$ cat src/hw/rtl/fsts_pkg.sv
// Shared types, widths and constants of the fixed-step tick scheduler.
package fsts_pkg;

    // Default sizes of the internal time and accumulator registers.
    localparam int TIME_BITS_DEF = 40;
    localparam int ACC_BITS_DEF  = 24;

    // Field widths of the items and registers.
    localparam int NOW_W      = 40;
    localparam int PERIOD_W   = 20;
    localparam int CATCH_W    = 24;
    localparam int SCALE_W    = 16;
    localparam int DELTA_W    = 28;
    localparam int TOTAL_W    = 48;
    localparam int PEND_W     = 24;
    localparam int COUNT_W    = 32;
    localparam int CFG_DATA_W = 24;
    localparam int CFG_IDX_W  = 2;

    // Reset values of the configuration registers.
    localparam logic [PERIOD_W-1:0] PERIOD_RST = 20'd16667;
    localparam logic [CATCH_W-1:0]  CATCH_RST  = 24'd300000;
    localparam logic [SCALE_W-1:0]  SCALE_RST  = 16'd256;

    // Saturation limit of the pending step count.
    localparam logic [PEND_W-1:0] PEND_MAX = '1;

    // Operation code of an input item that restarts the schedule.
    localparam logic OP_RESET = 1'b1;

    // Configuration register indexes.
    typedef enum logic [CFG_IDX_W-1:0] {
        REG_STEP_PERIOD  = 2'd0,
        REG_MAX_CATCH_UP = 2'd1,
        REG_TIME_SCALE   = 2'd2,
        REG_PAUSED       = 2'd3
    } cfg_reg_t;

    // One tick event.
    typedef struct packed {
        logic             operation;
        logic [NOW_W-1:0] now_us;
    } tick_item_t;

    // One scheduler result.
    typedef struct packed {
        logic               step_taken;
        logic [NOW_W-1:0]   next_due_us;
        logic [DELTA_W-1:0] scaled_delta_us;
        logic [TOTAL_W-1:0] game_time_us;
        logic [TOTAL_W-1:0] unscaled_time_us;
        logic [PEND_W-1:0]  steps_left;
        logic [COUNT_W-1:0] step_count;
    } result_item_t;

endpackage

$ cat src/hw/rtl/fsts_div.sv
// Restoring divider that turns accumulated time into a count of whole steps.
module fsts_div #(
    parameter int ACC_BITS = fsts_pkg::ACC_BITS_DEF
) (
    input  logic                          clk,
    input  logic                          rst_n,
    input  logic                          start,
    input  logic [ACC_BITS-1:0]           dividend,
    input  logic [fsts_pkg::PERIOD_W-1:0] divisor,
    output logic                          done,
    output logic [ACC_BITS-1:0]           quotient
);
    import fsts_pkg::*;

    localparam int CNT_W = $clog2(ACC_BITS + 1);

    logic                busy_reg, busy_next;
    logic                done_reg, done_next;
    logic [CNT_W-1:0]    cnt_reg, cnt_next;
    logic [PERIOD_W-1:0] rem_reg, rem_next;
    logic [PERIOD_W-1:0] dsr_reg, dsr_next;
    logic [ACC_BITS-1:0] quo_reg, quo_next;

    logic [PERIOD_W:0] trial;
    logic [PERIOD_W:0] diff;
    logic              fits;

    // One quotient bit per cycle: shift in the next dividend bit and try a subtract.
    assign trial = {rem_reg, quo_reg[ACC_BITS-1]};
    assign diff  = trial - {1'b0, dsr_reg};
    assign fits  = trial >= {1'b0, dsr_reg};

    always_comb
    begin
        busy_next = busy_reg;
        done_next = 1'b0;
        cnt_next  = cnt_reg;
        rem_next  = rem_reg;
        dsr_next  = dsr_reg;
        quo_next  = quo_reg;
        if (start)
        begin
            busy_next = 1'b1;
            cnt_next  = CNT_W'(ACC_BITS);
            rem_next  = '0;
            dsr_next  = divisor;
            quo_next  = dividend;
        end
        else if (busy_reg)
        begin
            rem_next = fits ? diff[PERIOD_W-1:0] : trial[PERIOD_W-1:0];
            quo_next = {quo_reg[ACC_BITS-2:0], fits};
            cnt_next = cnt_reg - 1'b1;
            if (cnt_reg == CNT_W'(1))
            begin
                busy_next = 1'b0;
                done_next = 1'b1;
            end
        end
    end

    always_ff @(posedge clk or negedge rst_n)
    begin
        if (!rst_n)
        begin
            busy_reg <= 1'b0;
            done_reg <= 1'b0;
            cnt_reg  <= '0;
            rem_reg  <= '0;
            dsr_reg  <= '0;
            quo_reg  <= '0;
        end
        else
        begin
            busy_reg <= busy_next;
            done_reg <= done_next;
            cnt_reg  <= cnt_next;
            rem_reg  <= rem_next;
            dsr_reg  <= dsr_next;
            quo_reg  <= quo_next;
        end
    end

    assign done     = done_reg;
    assign quotient = quo_reg;

endmodule

$ cat src/hw/rtl/fixed_step_tick_scheduler.sv
// A reset event, a tick while disabled, or a paused tick with no step pending goes from
// S_DECIDE straight to S_DONE. A tick that fires an already pending step passes S_FIRE,
// S_DUE and S_TOTAL. A tick that refills the accumulator passes S_ACC, runs the divider in
// S_DIV_START and S_DIV, then fires a step the same way or goes to S_DONE if none is due.
// One item at a time; the next item is taken the cycle after the result is stored.
// Reset (rst_n low, asynchronous) restores the register defaults and clears all scheduler state.
module fixed_step_tick_scheduler #(
    parameter int TIME_BITS = fsts_pkg::TIME_BITS_DEF,
    parameter int ACC_BITS  = fsts_pkg::ACC_BITS_DEF
) (
    input  logic                            clk,
    input  logic                            rst_n,
    input  logic                            tick_valid,
    output logic                            tick_ready,
    input  fsts_pkg::tick_item_t            tick,
    output logic                            result_valid,
    input  logic                            result_ready,
    output fsts_pkg::result_item_t          result,
    input  logic                            wr_en,
    input  logic [fsts_pkg::CFG_IDX_W-1:0]  wr_index,
    input  logic [fsts_pkg::CFG_DATA_W-1:0] wr_data
);
    import fsts_pkg::*;

    localparam int LIM_W  = (ACC_BITS > CATCH_W) ? ACC_BITS : CATCH_W;
    localparam int SUM_W  = ((TIME_BITS > ACC_BITS) ? TIME_BITS : ACC_BITS) + 1;
    localparam int QEXT_W = (ACC_BITS > PEND_W) ? ACC_BITS : PEND_W;
    localparam int AP_W   = (ACC_BITS > PERIOD_W) ? ACC_BITS : PERIOD_W;
    localparam int PROD_W = PERIOD_W + SCALE_W;
    localparam logic [LIM_W-1:0] ACC_MAX_L = LIM_W'({ACC_BITS{1'b1}});

    typedef enum logic [3:0] {
        S_IDLE,
        S_DECIDE,
        S_ACC,
        S_DIV_START,
        S_DIV,
        S_FIRE,
        S_DUE,
        S_TOTAL,
        S_DONE
    } state_t;

    // Add a step length to a time stamp, saturating at the largest time value.
    function automatic logic [TIME_BITS-1:0] sat_add_time(
        input logic [TIME_BITS-1:0] t,
        input logic [PERIOD_W-1:0]  d
    );
        logic [TIME_BITS:0] s;
        s = {1'b0, t} + (TIME_BITS + 1)'(d);
        return s[TIME_BITS] ? {TIME_BITS{1'b1}} : s[TIME_BITS-1:0];
    endfunction

    state_t state_reg, state_next;

    // Configuration registers.
    logic [PERIOD_W-1:0] period_reg, period_next;
    logic [CATCH_W-1:0]  catch_reg, catch_next;
    logic [SCALE_W-1:0]  scale_reg, scale_next;
    logic                paused_reg, paused_next;

    // Scheduler state.
    logic [ACC_BITS-1:0]  acc_reg, acc_next;
    logic [PEND_W-1:0]    pend_reg, pend_next;
    logic [TIME_BITS-1:0] last_reg, last_next;
    logic [TIME_BITS-1:0] due_reg, due_next;
    logic [TOTAL_W-1:0]   scaled_tot_reg, scaled_tot_next;
    logic [TOTAL_W-1:0]   unscaled_tot_reg, unscaled_tot_next;
    logic [COUNT_W-1:0]   count_reg, count_next;

    // Current item and intermediate values.
    logic                 op_reg, op_next;
    logic [TIME_BITS-1:0] now_reg, now_next;
    logic [TIME_BITS-1:0] elapsed_reg, elapsed_next;
    logic [DELTA_W-1:0]   delta_reg, delta_next;
    logic                 taken_reg, taken_next;

    // Output register.
    logic         result_valid_reg, result_valid_next;
    result_item_t result_reg, result_next;

    // Divider connection.
    logic                div_start;
    logic                div_done;
    logic [ACC_BITS-1:0] div_quotient;

    // Combinational helpers.
    logic [SCALE_W-1:0]   scale_eff;
    logic [TIME_BITS-1:0] elapsed_w;
    logic [CATCH_W-1:0]   limit;
    logic [LIM_W-1:0]     lim_eff;
    logic [SUM_W-1:0]     acc_sum;
    logic [ACC_BITS-1:0]  acc_clamped;
    logic [QEXT_W-1:0]    quot_ext;
    logic [PEND_W-1:0]    pend_from_div;
    logic                 acc_ge_period;
    logic [ACC_BITS-1:0]  acc_minus;
    logic [PERIOD_W-1:0]  gap;
    logic [PROD_W-1:0]    prod;
    logic [TOTAL_W:0]     unscaled_sum;
    logic [TOTAL_W:0]     scaled_sum;

    fsts_div #(
        .ACC_BITS(ACC_BITS)
    ) u_div (
        .clk     (clk),
        .rst_n   (rst_n),
        .start   (div_start),
        .dividend(acc_reg),
        .divisor (period_reg),
        .done    (div_done),
        .quotient(div_quotient)
    );

    assign div_start = (state_reg == S_DIV_START);

    // Elapsed time, clamped at zero when time runs backwards.
    assign elapsed_w = (now_reg > last_reg) ? now_reg - last_reg : '0;

    // Accumulator limit: the larger of catch-up and period, never above the accumulator range.
    assign limit   = (catch_reg > CATCH_W'(period_reg)) ? catch_reg : CATCH_W'(period_reg);
    assign lim_eff = (LIM_W'(limit) > ACC_MAX_L) ? ACC_MAX_L : LIM_W'(limit);
    assign acc_sum = SUM_W'(acc_reg) + SUM_W'(elapsed_reg);
    assign acc_clamped = (acc_sum > SUM_W'(lim_eff)) ? ACC_BITS'(lim_eff) : ACC_BITS'(acc_sum);

    // Pending step count from the divider, saturated to its field.
    assign quot_ext      = QEXT_W'(div_quotient);
    assign pend_from_div = (quot_ext > QEXT_W'(PEND_MAX)) ? PEND_MAX : PEND_W'(quot_ext);

    // Accumulator against the period.
    assign acc_ge_period = AP_W'(acc_reg) >= AP_W'(period_reg);
    assign acc_minus     = ACC_BITS'(AP_W'(acc_reg) - AP_W'(period_reg));
    assign gap           = PERIOD_W'(AP_W'(period_reg) - AP_W'(acc_reg));

    // Scaled step length in Q28.8 (scale in Q8.8), zero while paused.
    assign scale_eff = paused_reg ? '0 : scale_reg;
    assign prod      = PROD_W'(period_reg) * PROD_W'(scale_eff);

    // Running totals with carry out for saturation.
    assign unscaled_sum = {1'b0, unscaled_tot_reg} + (TOTAL_W + 1)'(period_reg);
    assign scaled_sum   = {1'b0, scaled_tot_reg} + (TOTAL_W + 1)'(delta_reg);

    // Sequencer and register updates.
    always_comb
    begin
        state_next        = state_reg;
        period_next       = period_reg;
        catch_next        = catch_reg;
        scale_next        = scale_reg;
        paused_next       = paused_reg;
        acc_next          = acc_reg;
        pend_next         = pend_reg;
        last_next         = last_reg;
        due_next          = due_reg;
        scaled_tot_next   = scaled_tot_reg;
        unscaled_tot_next = unscaled_tot_reg;
        count_next        = count_reg;
        op_next           = op_reg;
        now_next          = now_reg;
        elapsed_next      = elapsed_reg;
        delta_next        = delta_reg;
        taken_next        = taken_reg;
        result_valid_next = result_valid_reg;
        result_next       = result_reg;

        // Configuration writes.
        if (wr_en)
        begin
            case (cfg_reg_t'(wr_index))
                REG_STEP_PERIOD:  period_next = wr_data[PERIOD_W-1:0];
                REG_MAX_CATCH_UP: catch_next  = wr_data[CATCH_W-1:0];
                REG_TIME_SCALE:   scale_next  = wr_data[SCALE_W-1:0];
                REG_PAUSED:       paused_next = wr_data[0];
                default:          ;
            endcase
        end

        // The consumer taking the stored item frees the output register.
        if (result_valid_reg && result_ready)
        begin
            result_valid_next = 1'b0;
        end

        case (state_reg)
            S_IDLE:
            begin
                if (tick_valid)
                begin
                    op_next    = tick.operation;
                    now_next   = TIME_BITS'(tick.now_us);
                    state_next = S_DECIDE;
                end
            end
            S_DECIDE:
            begin
                taken_next = 1'b0;
                if (op_reg == OP_RESET)
                begin
                    acc_next   = '0;
                    pend_next  = '0;
                    last_next  = now_reg;
                    due_next   = (period_reg != '0) ? sat_add_time(now_reg, period_reg) : '0;
                    state_next = S_DONE;
                end
                else if (period_reg == '0)
                begin
                    acc_next   = '0;
                    pend_next  = '0;
                    last_next  = now_reg;
                    due_next   = '0;
                    state_next = S_DONE;
                end
                else if (pend_reg == '0)
                begin
                    elapsed_next = elapsed_w;
                    last_next    = now_reg;
                    if (paused_reg || scale_reg == '0)
                    begin
                        acc_next   = '0;
                        due_next   = sat_add_time(now_reg, period_reg);
                        state_next = S_DONE;
                    end
                    else
                    begin
                        state_next = S_ACC;
                    end
                end
                else
                begin
                    state_next = S_FIRE;
                end
            end
            S_ACC:
            begin
                acc_next   = acc_clamped;
                state_next = S_DIV_START;
            end
            S_DIV_START:
            begin
                state_next = S_DIV;
            end
            S_DIV:
            begin
                if (div_done)
                begin
                    pend_next = pend_from_div;
                    if (pend_from_div == '0)
                    begin
                        due_next   = sat_add_time(now_reg, gap);
                        state_next = S_DONE;
                    end
                    else
                    begin
                        state_next = S_FIRE;
                    end
                end
            end
            S_FIRE:
            begin
                pend_next  = pend_reg - 1'b1;
                acc_next   = acc_ge_period ? acc_minus : '0;
                delta_next = prod[PROD_W-1:PROD_W-DELTA_W];
                taken_next = 1'b1;
                state_next = S_DUE;
            end
            S_DUE:
            begin
                if (pend_reg != '0)
                begin
                    due_next = now_reg;
                end
                else
                begin
                    due_next = sat_add_time(now_reg, acc_ge_period ? '0 : gap);
                end
                unscaled_tot_next = unscaled_sum[TOTAL_W] ? {TOTAL_W{1'b1}}
                                                          : unscaled_sum[TOTAL_W-1:0];
                state_next = S_TOTAL;
            end
            S_TOTAL:
            begin
                scaled_tot_next = scaled_sum[TOTAL_W] ? {TOTAL_W{1'b1}}
                                                      : scaled_sum[TOTAL_W-1:0];
                count_next = (count_reg == {COUNT_W{1'b1}}) ? count_reg : count_reg + 1'b1;
                state_next = S_DONE;
            end
            S_DONE:
            begin
                if (!result_valid_reg || result_ready)
                begin
                    result_next.step_taken       = taken_reg;
                    result_next.next_due_us      = NOW_W'(due_reg);
                    result_next.scaled_delta_us  = taken_reg ? delta_reg : '0;
                    result_next.game_time_us     = scaled_tot_reg;
                    result_next.unscaled_time_us = unscaled_tot_reg;
                    result_next.steps_left       = pend_reg;
                    result_next.step_count       = count_reg;
                    result_valid_next            = 1'b1;
                    state_next                   = S_IDLE;
                end
            end
            default:
            begin
                state_next = S_IDLE;
            end
        endcase
    end

    always_ff @(posedge clk or negedge rst_n)
    begin
        if (!rst_n)
        begin
            state_reg        <= S_IDLE;
            period_reg       <= PERIOD_RST;
            catch_reg        <= CATCH_RST;
            scale_reg        <= SCALE_RST;
            paused_reg       <= 1'b0;
            acc_reg          <= '0;
            pend_reg         <= '0;
            last_reg         <= '0;
            due_reg          <= '0;
            scaled_tot_reg   <= '0;
            unscaled_tot_reg <= '0;
            count_reg        <= '0;
            op_reg           <= 1'b0;
            now_reg          <= '0;
            elapsed_reg      <= '0;
            delta_reg        <= '0;
            taken_reg        <= 1'b0;
            result_valid_reg <= 1'b0;
            result_reg       <= '0;
        end
        else
        begin
            state_reg        <= state_next;
            period_reg       <= period_next;
            catch_reg        <= catch_next;
            scale_reg        <= scale_next;
            paused_reg       <= paused_next;
            acc_reg          <= acc_next;
            pend_reg         <= pend_next;
            last_reg         <= last_next;
            due_reg          <= due_next;
            scaled_tot_reg   <= scaled_tot_next;
            unscaled_tot_reg <= unscaled_tot_next;
            count_reg        <= count_next;
            op_reg           <= op_next;
            now_reg          <= now_next;
            elapsed_reg      <= elapsed_next;
            delta_reg        <= delta_next;
            taken_reg        <= taken_next;
            result_valid_reg <= result_valid_next;
            result_reg       <= result_next;
        end
    end

    assign tick_ready   = (state_reg == S_IDLE);
    assign result_valid = result_valid_reg;
    assign result       = result_reg;

`ifndef SYNTHESIS
    // An accepted item keeps the block busy in the next cycle.
    a_busy_after_accept: assert property (@(posedge clk) disable iff (!rst_n)
        tick_valid && tick_ready |=> !tick_ready)
        else $error("scheduler ready right after accepting an item");

    // The divider finishes only while the sequencer waits for it.
    a_div_done_in_wait: assert property (@(posedge clk) disable iff (!rst_n)
        div_done |-> state_reg == S_DIV)
        else $error("divider done outside the wait state");

    // A fired step is always counted.
    a_step_counted: assert property (@(posedge clk) disable iff (!rst_n)
        result_valid && result.step_taken |-> result.step_count != '0)
        else $error("step fired with zero step count");

    // No step, no delta.
    a_delta_only_on_step: assert property (@(posedge clk) disable iff (!rst_n)
        result_valid && !result.step_taken |-> result.scaled_delta_us == '0)
        else $error("nonzero delta without a step");

    // Steps can be left over only from an event that fired one.
    a_left_implies_fired: assert property (@(posedge clk) disable iff (!rst_n)
        result_valid && result.steps_left != '0 |-> result.step_taken)
        else $error("steps left without a fired step");
`endif

endmodule
$ cat config.mk
export PLATFORM = sky130hd
export DESIGN_NAME = fixed_step_tick_scheduler
export DESIGN_NICKNAME = d
export VERILOG_FILES = /design/src/hw/rtl/fsts_pkg.sv /design/src/hw/rtl/fsts_div.sv /design/src/hw/rtl/fixed_step_tick_scheduler.sv
export SDC_FILE = /design/constraint.sdc
export NUM_CORES = 2
export LEC_CHECK = 0
export ABC_AREA = 1
export BUFFER_PORTS_ARGS = -buffer_cell sky130_fd_sc_hd__buf_4
export CORE_UTILIZATION = 50
export DETAILED_ROUTE_END_ITERATION = 7
export PLACE_DENSITY_LB_ADDON = 0.2
export SKIP_CTS_REPAIR_TIMING = 1
export SYNTH_ARGS = -nofsm -noshare
export SYNTH_HDL_FRONTEND = slang
export SYNTH_HIERARCHICAL = 1
export SYNTH_SLANG_ARGS = --single-unit
$ cat constraint.sdc
create_clock -name clk -period 7.9 [get_ports clk]
set_clock_uncertainty 0.2 [all_clocks]
set_input_delay 1.58 -clock clk [delete_from_list [all_inputs] [get_ports clk]]
set_output_delay 1.58 -clock clk [all_outputs]
set_load 0.01 [all_outputs]
# Word level (Yosys, flattened, before mapping)
# Cells that the tools add are included.
# totals
wordCells,167
register_bits,724
inputBits,72
# classes
n_bitwise,3
magnitude_cmp,7
reduce_logical,31
muxes,61
n_eq_ne,20
multipliers,1
add_sub_neg,13
# op_table
cell,count
$mux W40,15
$mux W24,14
$pmux W24 S3,2
$add A40 B20 Y41,3
$pmux W40 S3,1
$mux W48,2
$mux W20,4
$add A48 B20 Y49,1
$add A48 B28 Y49,1
$gt A24 B24 Y1 const B,2
$logic_not A24 Y1,2
$add A24 B40 Y41,1
$gt A41 B24 Y1,1
$gt A40 B40 Y1,1
$sub A20 B20 Y20,2
$sub A40 B40 Y40,1
$mul A20 B16 Y36,1
$pmux W4 S9,1
$add A32 B1 Y32 const B,1
$eq A32 B32 Y1 const B,1
$mux W4,8
$mux W28,1
$ge A24 B20 Y1,1
$gt A24 B20 Y1,1
35 further kinds,68

# Longest topological paths before layout
# logic_depth
word_depth,7
mapped_depth,35
mapped_depth_nobuf,34

# Modules after synthesis
# Netlist, hierarchy kept.
# modules_own_cells
module,instances,area_each_um2,cells_per_inst
fixed_step_tick_scheduler,1,53695.2,7363
fsts_div,1,4473.0,617

# Worst setup path after synthesis
# OpenSTA, ideal clock, no wires.
# synth_path
kind,reg2reg
from,register paused_reg
to,register delta_reg[24]
setup_time_ps,132
setup_slack_ps,1276
arrival_ps,6292
stages_incl_launch_ff,28
path_buffers,3
cell_sequence,dfrtp_1 -> buf_2 -> buf_1 -> nor2_1 -> clkbuf_1 -> nand2_1 -> fa_1 -> inv_1 -> fa_1 -> inv_1 -> fa_1 -> inv_1 -> fa_1 -> inv_1 -> fa_1 -> inv_1 -> fa_1 -> ha_1 -> nand2_1 -> nor4_1 -> nand3_1 -> nand3_1 -> a21o_1 -> nand2_1 -> o21ai_0 -> nand2_1 -> nand3_1 -> o21ai_0
# synth_between
elab_chain_len,2
# synth_lines
element,line,text
start: declaration,fixed_step_tick_scheduler.sv:60,"logic paused_reg, paused_next;"
start signal: assignment,fixed_step_tick_scheduler.sv:339,paused_reg <= paused_next;
$mux W16,fixed_step_tick_scheduler.sv:136,assign scale_eff = paused_reg ? '0 : scale_reg;
$mul A20 B16 Y36,fixed_step_tick_scheduler.sv:137,assign prod = PROD_W'(period_reg) * PROD_W'(scale_eff);
end signal: assignment,fixed_step_tick_scheduler.sv:350,delta_reg <= delta_next;
end: declaration,fixed_step_tick_scheduler.sv:75,"logic [DELTA_W-1:0] delta_reg, delta_next;"
# No other way between the ends.
# A chain may end at the register's enable or synchronous reset.

# Final worst setup path
# Ends and elaborated chain as after synthesis.

==> flow_metrics.tcl <==
set metrics [dict create \
    outcome "complete, no violations" \
    syn_nets 8695 \
    setup_viol 0 \
    placement_rows 124 \
    ys_dominant_reg_cell "dfrtp_1" \
    post-route-cell-area_sq_um 64900 \
    tritoncts "built" \
    syn-cell-area_sq_um 58200 \
    avgViaCountPerCell 5.60 \
    start_util_pct 50.7 \
    m1WireLength_um 91600 \
    switchingPower_mw 6.38 \
    synthArstFlopShare_pct 100 \
    yosys.cell_types.count 73 \
    crit_slowest_cell "dfrtp_1" \
    drc_errors 0 \
    dp_hpwl_um 156000 \
    cp.required_ns 8.31 \
    die_area_sq_um 118000 \
    core_sq_um 115000 \
    min_period_over_period_pct 91.6 \
    cpPeakStageDelay_ns 0.57 \
    top_layer_used "met4" \
    multi_input_area_sq_um 34600 \
    dieHeight_um 343 \
    postRouteWirelength_um 198000 \
    synth_edf_count 0 \
    combPwrFrac_pct 46.6 \
    fin_crit_ns 7.24 \
    overflow 0 \
    fmax_mhz 138 \
    worstSetupPathType "reg2reg" \
    antenna_found_initial 1 \
    p_int_mw 8.71 \
    power_density_nw_per_um2 232 \
    clock-sinks 724 \
    clockBufferDepth 3 \
    seq_area_sq_um 18100 \
    cp_data_arrival_time_ns 7.64 \
    vdd_drop_max_uv 263 \
    synthCells 7980 \
    die_w_um 343 \
    cp_cell_sequence "nor2_1 -> clkinv_1 -> nor2_1 -> fa_1 -> fa_1 -> fa_1 -> fa_1 -> inv_1 -> fa_1 -> inv_1 -> fa_1 -> ha_1 -> nand2_1 -> nor4_1 -> nand3_1 -> nand3_1 -> a21o_1 -> nand2_1 -> o21ai_0 -> or2_2 -> nand3_1 -> o21ai_0" \
    ctsRootBufferMaster "clkbuf_16" \
    nets 8918 \
    critPathMaxFanout 17 \
    whs_ns 0.271 \
    crit_path_end_kind "register" \
    crit_top_cell "fa_1" \
    relSlewSlack_pct 25.1 \
    largest_register_ff_count 221 \
    tightest_slew_ns 1.12 \
    rsz0062_at_grt "no" \
    max_cap_violations 0 \
    wl_met3_um 15300 \
    cts-buffers-inserted 81 \
    synth_warnings 6 \
    path_clk_slew_ns 0.06 \
    ys_seq_area_share_pct 31.2 \
    wl_per_cell_um 20.2 \
    grt_pass1_wl_um 305000 \
    grt_max_degree 226 \
    grt_pass1_vias 51600 \
    drtIter0Drc 4894 \
    setup_tns_ns 0 \
    drive_gt1_share_pct 7.92 \
    layout_common_cells "2104 x nand2_1, 1170 x inv_1, 708 x dfrtp_1, 683 x nor2_1, 609 x o21ai_0" \
    final_common_cell "nand2_1" \
    placed_area_sq_um 62000 \
    setup.worst_path.start_class "register" \
    ys_ff_latch 724 \
    insertion_delay_ns 0.70 \
    firstDrtPassIters 7 \
    h-tree-depth 3 \
    grtUsageTotal_pct 33.4 \
    io_buffer_count 294 \
    swShare_pct 42.3 \
    fill_cells 11100 \
    p_seq_share_pct 26.0 \
    top_level_ports 295 \
    detail-route-antenna-nets 0 \
    min_path_type "reg2reg" \
    p_leak_nw 33.4 \
    power_mw 15.1 \
    gp_congestion 0.987 \
    slew_violations 0 \
    dr_wl_met2_um 86100 \
    hold_viol 0 \
    p_clk_share_pct 27.4 \
    num_antenna_cells 0 \
    syn_avg_cell_area_sq_um 7.29 \
    fin_util_pct 56.5 \
    area_delta_synth_final_pct 11.6 \
    routed-via-count 54700 \
]
-- logic make-up (layout without fill, tap and decap cells) --
kind of cell | after synthesis | after routing | synth area share [%]
buffers and inverters | 1435 | 1723 | 9.49
flip-flops | 724 | 724 | 31.2
XOR/XNOR | 241 | 241 | 3.63
AO/OA/AOI/OAI | 1343 | 1343 | 12.8
adder cells (fa/ha/maj) | 643 | 643 | 17.2
AND/OR/NAND/NOR | 3594 | 3594 | 25.7
-- critical path, delay by kind of cell (launching register included) --
kind                     cells  cell delay (ns)
adder cells (fa/ha/maj)      7             3.41
buffers and inverters        3             0.66
AO/OA/AOI/OAI                3             0.50
AND/OR/NAND/NOR              9             1.82
flip-flops                   1             0.57
-- through the flow --
step	setup slack [ns]	std cells
6_report	0.664	9780
5_1_grt	0.269	9780
4_1_cts	0.711	9780
3_5_place_dp	0.732	9632
3_3_place_gp	0.948	9632
2_1_floorplan	1.28	7980
-- worst paths after layout --
path | cells after the start | from | end | slack (ns)
max in group asynchronous | 2 | rst_n | last_reg[35]$_DFFE_PN0P_ | 5.41
min | 2 | result[125]$_DFFE_PN0P_ | result[125]$_DFFE_PN0P_ | 0.27
min reg2reg | 2 | result[125]$_DFFE_PN0P_ | result[125]$_DFFE_PN0P_ | 0.27
min in group asynchronous | 1 | rst_n | scaled_tot_reg[20]$_DFFE_PN0P_ | 0.68
max | 22 | paused_reg$_DFFE_PN0P_ | delta_reg[24]$_DFFE_PN0P_ | 0.66
max reg2reg | 22 | paused_reg$_DFFE_PN0P_ | delta_reg[24]$_DFFE_PN0P_ | 0.66
-- per-layer routing --
metal  GRT usage, %  up-vias
li1               -    26100
met1           49.8    26400
met2           50.8     1995
met3           5.15      267
met4           8.06        0
met5              0        -
-- cell type report --
cell class              instances  share of cell area, %
repair buffers                378                   4.46
well taps                    1512                   2.91
inverters                    1197                   6.94
flip-flops and latches        724                   27.9
multi-input cells            5821                   53.3
clock inverters                35                  0.850
clock buffers                 113                   3.64
-- Yosys cell counts, types with 10 or more instances --
master / count / share of area, %
buf_2: 37 / 0.32
nand2_1: 2105 / 14
o211ai_1: 41 / 0.53
a21boi_0: 17 / 0.22
a22oi_1: 11 / 0.14
nor2_1: 688 / 4.4
a31oi_1: 36 / 0.39
o21bai_1: 23 / 0.30
xor2_1: 163 / 2.5
nand3b_1: 19 / 0.25
nor4_1: 36 / 0.39
o221ai_1: 14 / 0.21
a21o_1: 34 / 0.44
nand4_1: 94 / 1.0
nand2_2: 20 / 0.22
o21ai_0: 609 / 5.2
o21ai_1: 25 / 0.22
nand3_1: 457 / 3.9
a21oi_1: 418 / 3.6
inv_1: 1171 / 7.6
buf_1: 10 / 0.065
clkinv_1: 11 / 0.071
dfstp_2: 15 / 0.68
nor3_1: 95 / 0.82
inv_2: 13 / 0.084
or2_2: 30 / 0.32
o21a_1: 30 / 0.39
dfrtp_1: 709 / 31
fa_1: 259 / 8.9
ha_1: 384 / 8.3
clkbuf_1: 179 / 1.2
nor2_2: 14 / 0.15
o22ai_1: 30 / 0.32
xnor2_1: 78 / 1.2
-- power by group through the flow --
| stage | sequential (mW) | combinational (mW) | clock (mW) |
|---|---|---|---|
| 2_1_floorplan | 3.95 | 4.92 | 0 |
| 3_3_place_gp | 3.98 | 6.87 | 0 |
| 3_5_place_dp | 3.99 | 6.91 | 0 |
| 4_1_cts | 3.92 | 6.97 | 4.20 |
| 5_1_grt | 3.93 | 7.92 | 4.33 |
| 6_report | 3.92 | 7.04 | 4.13 |
Note: power is estimated with default switching activity, not from simulation.
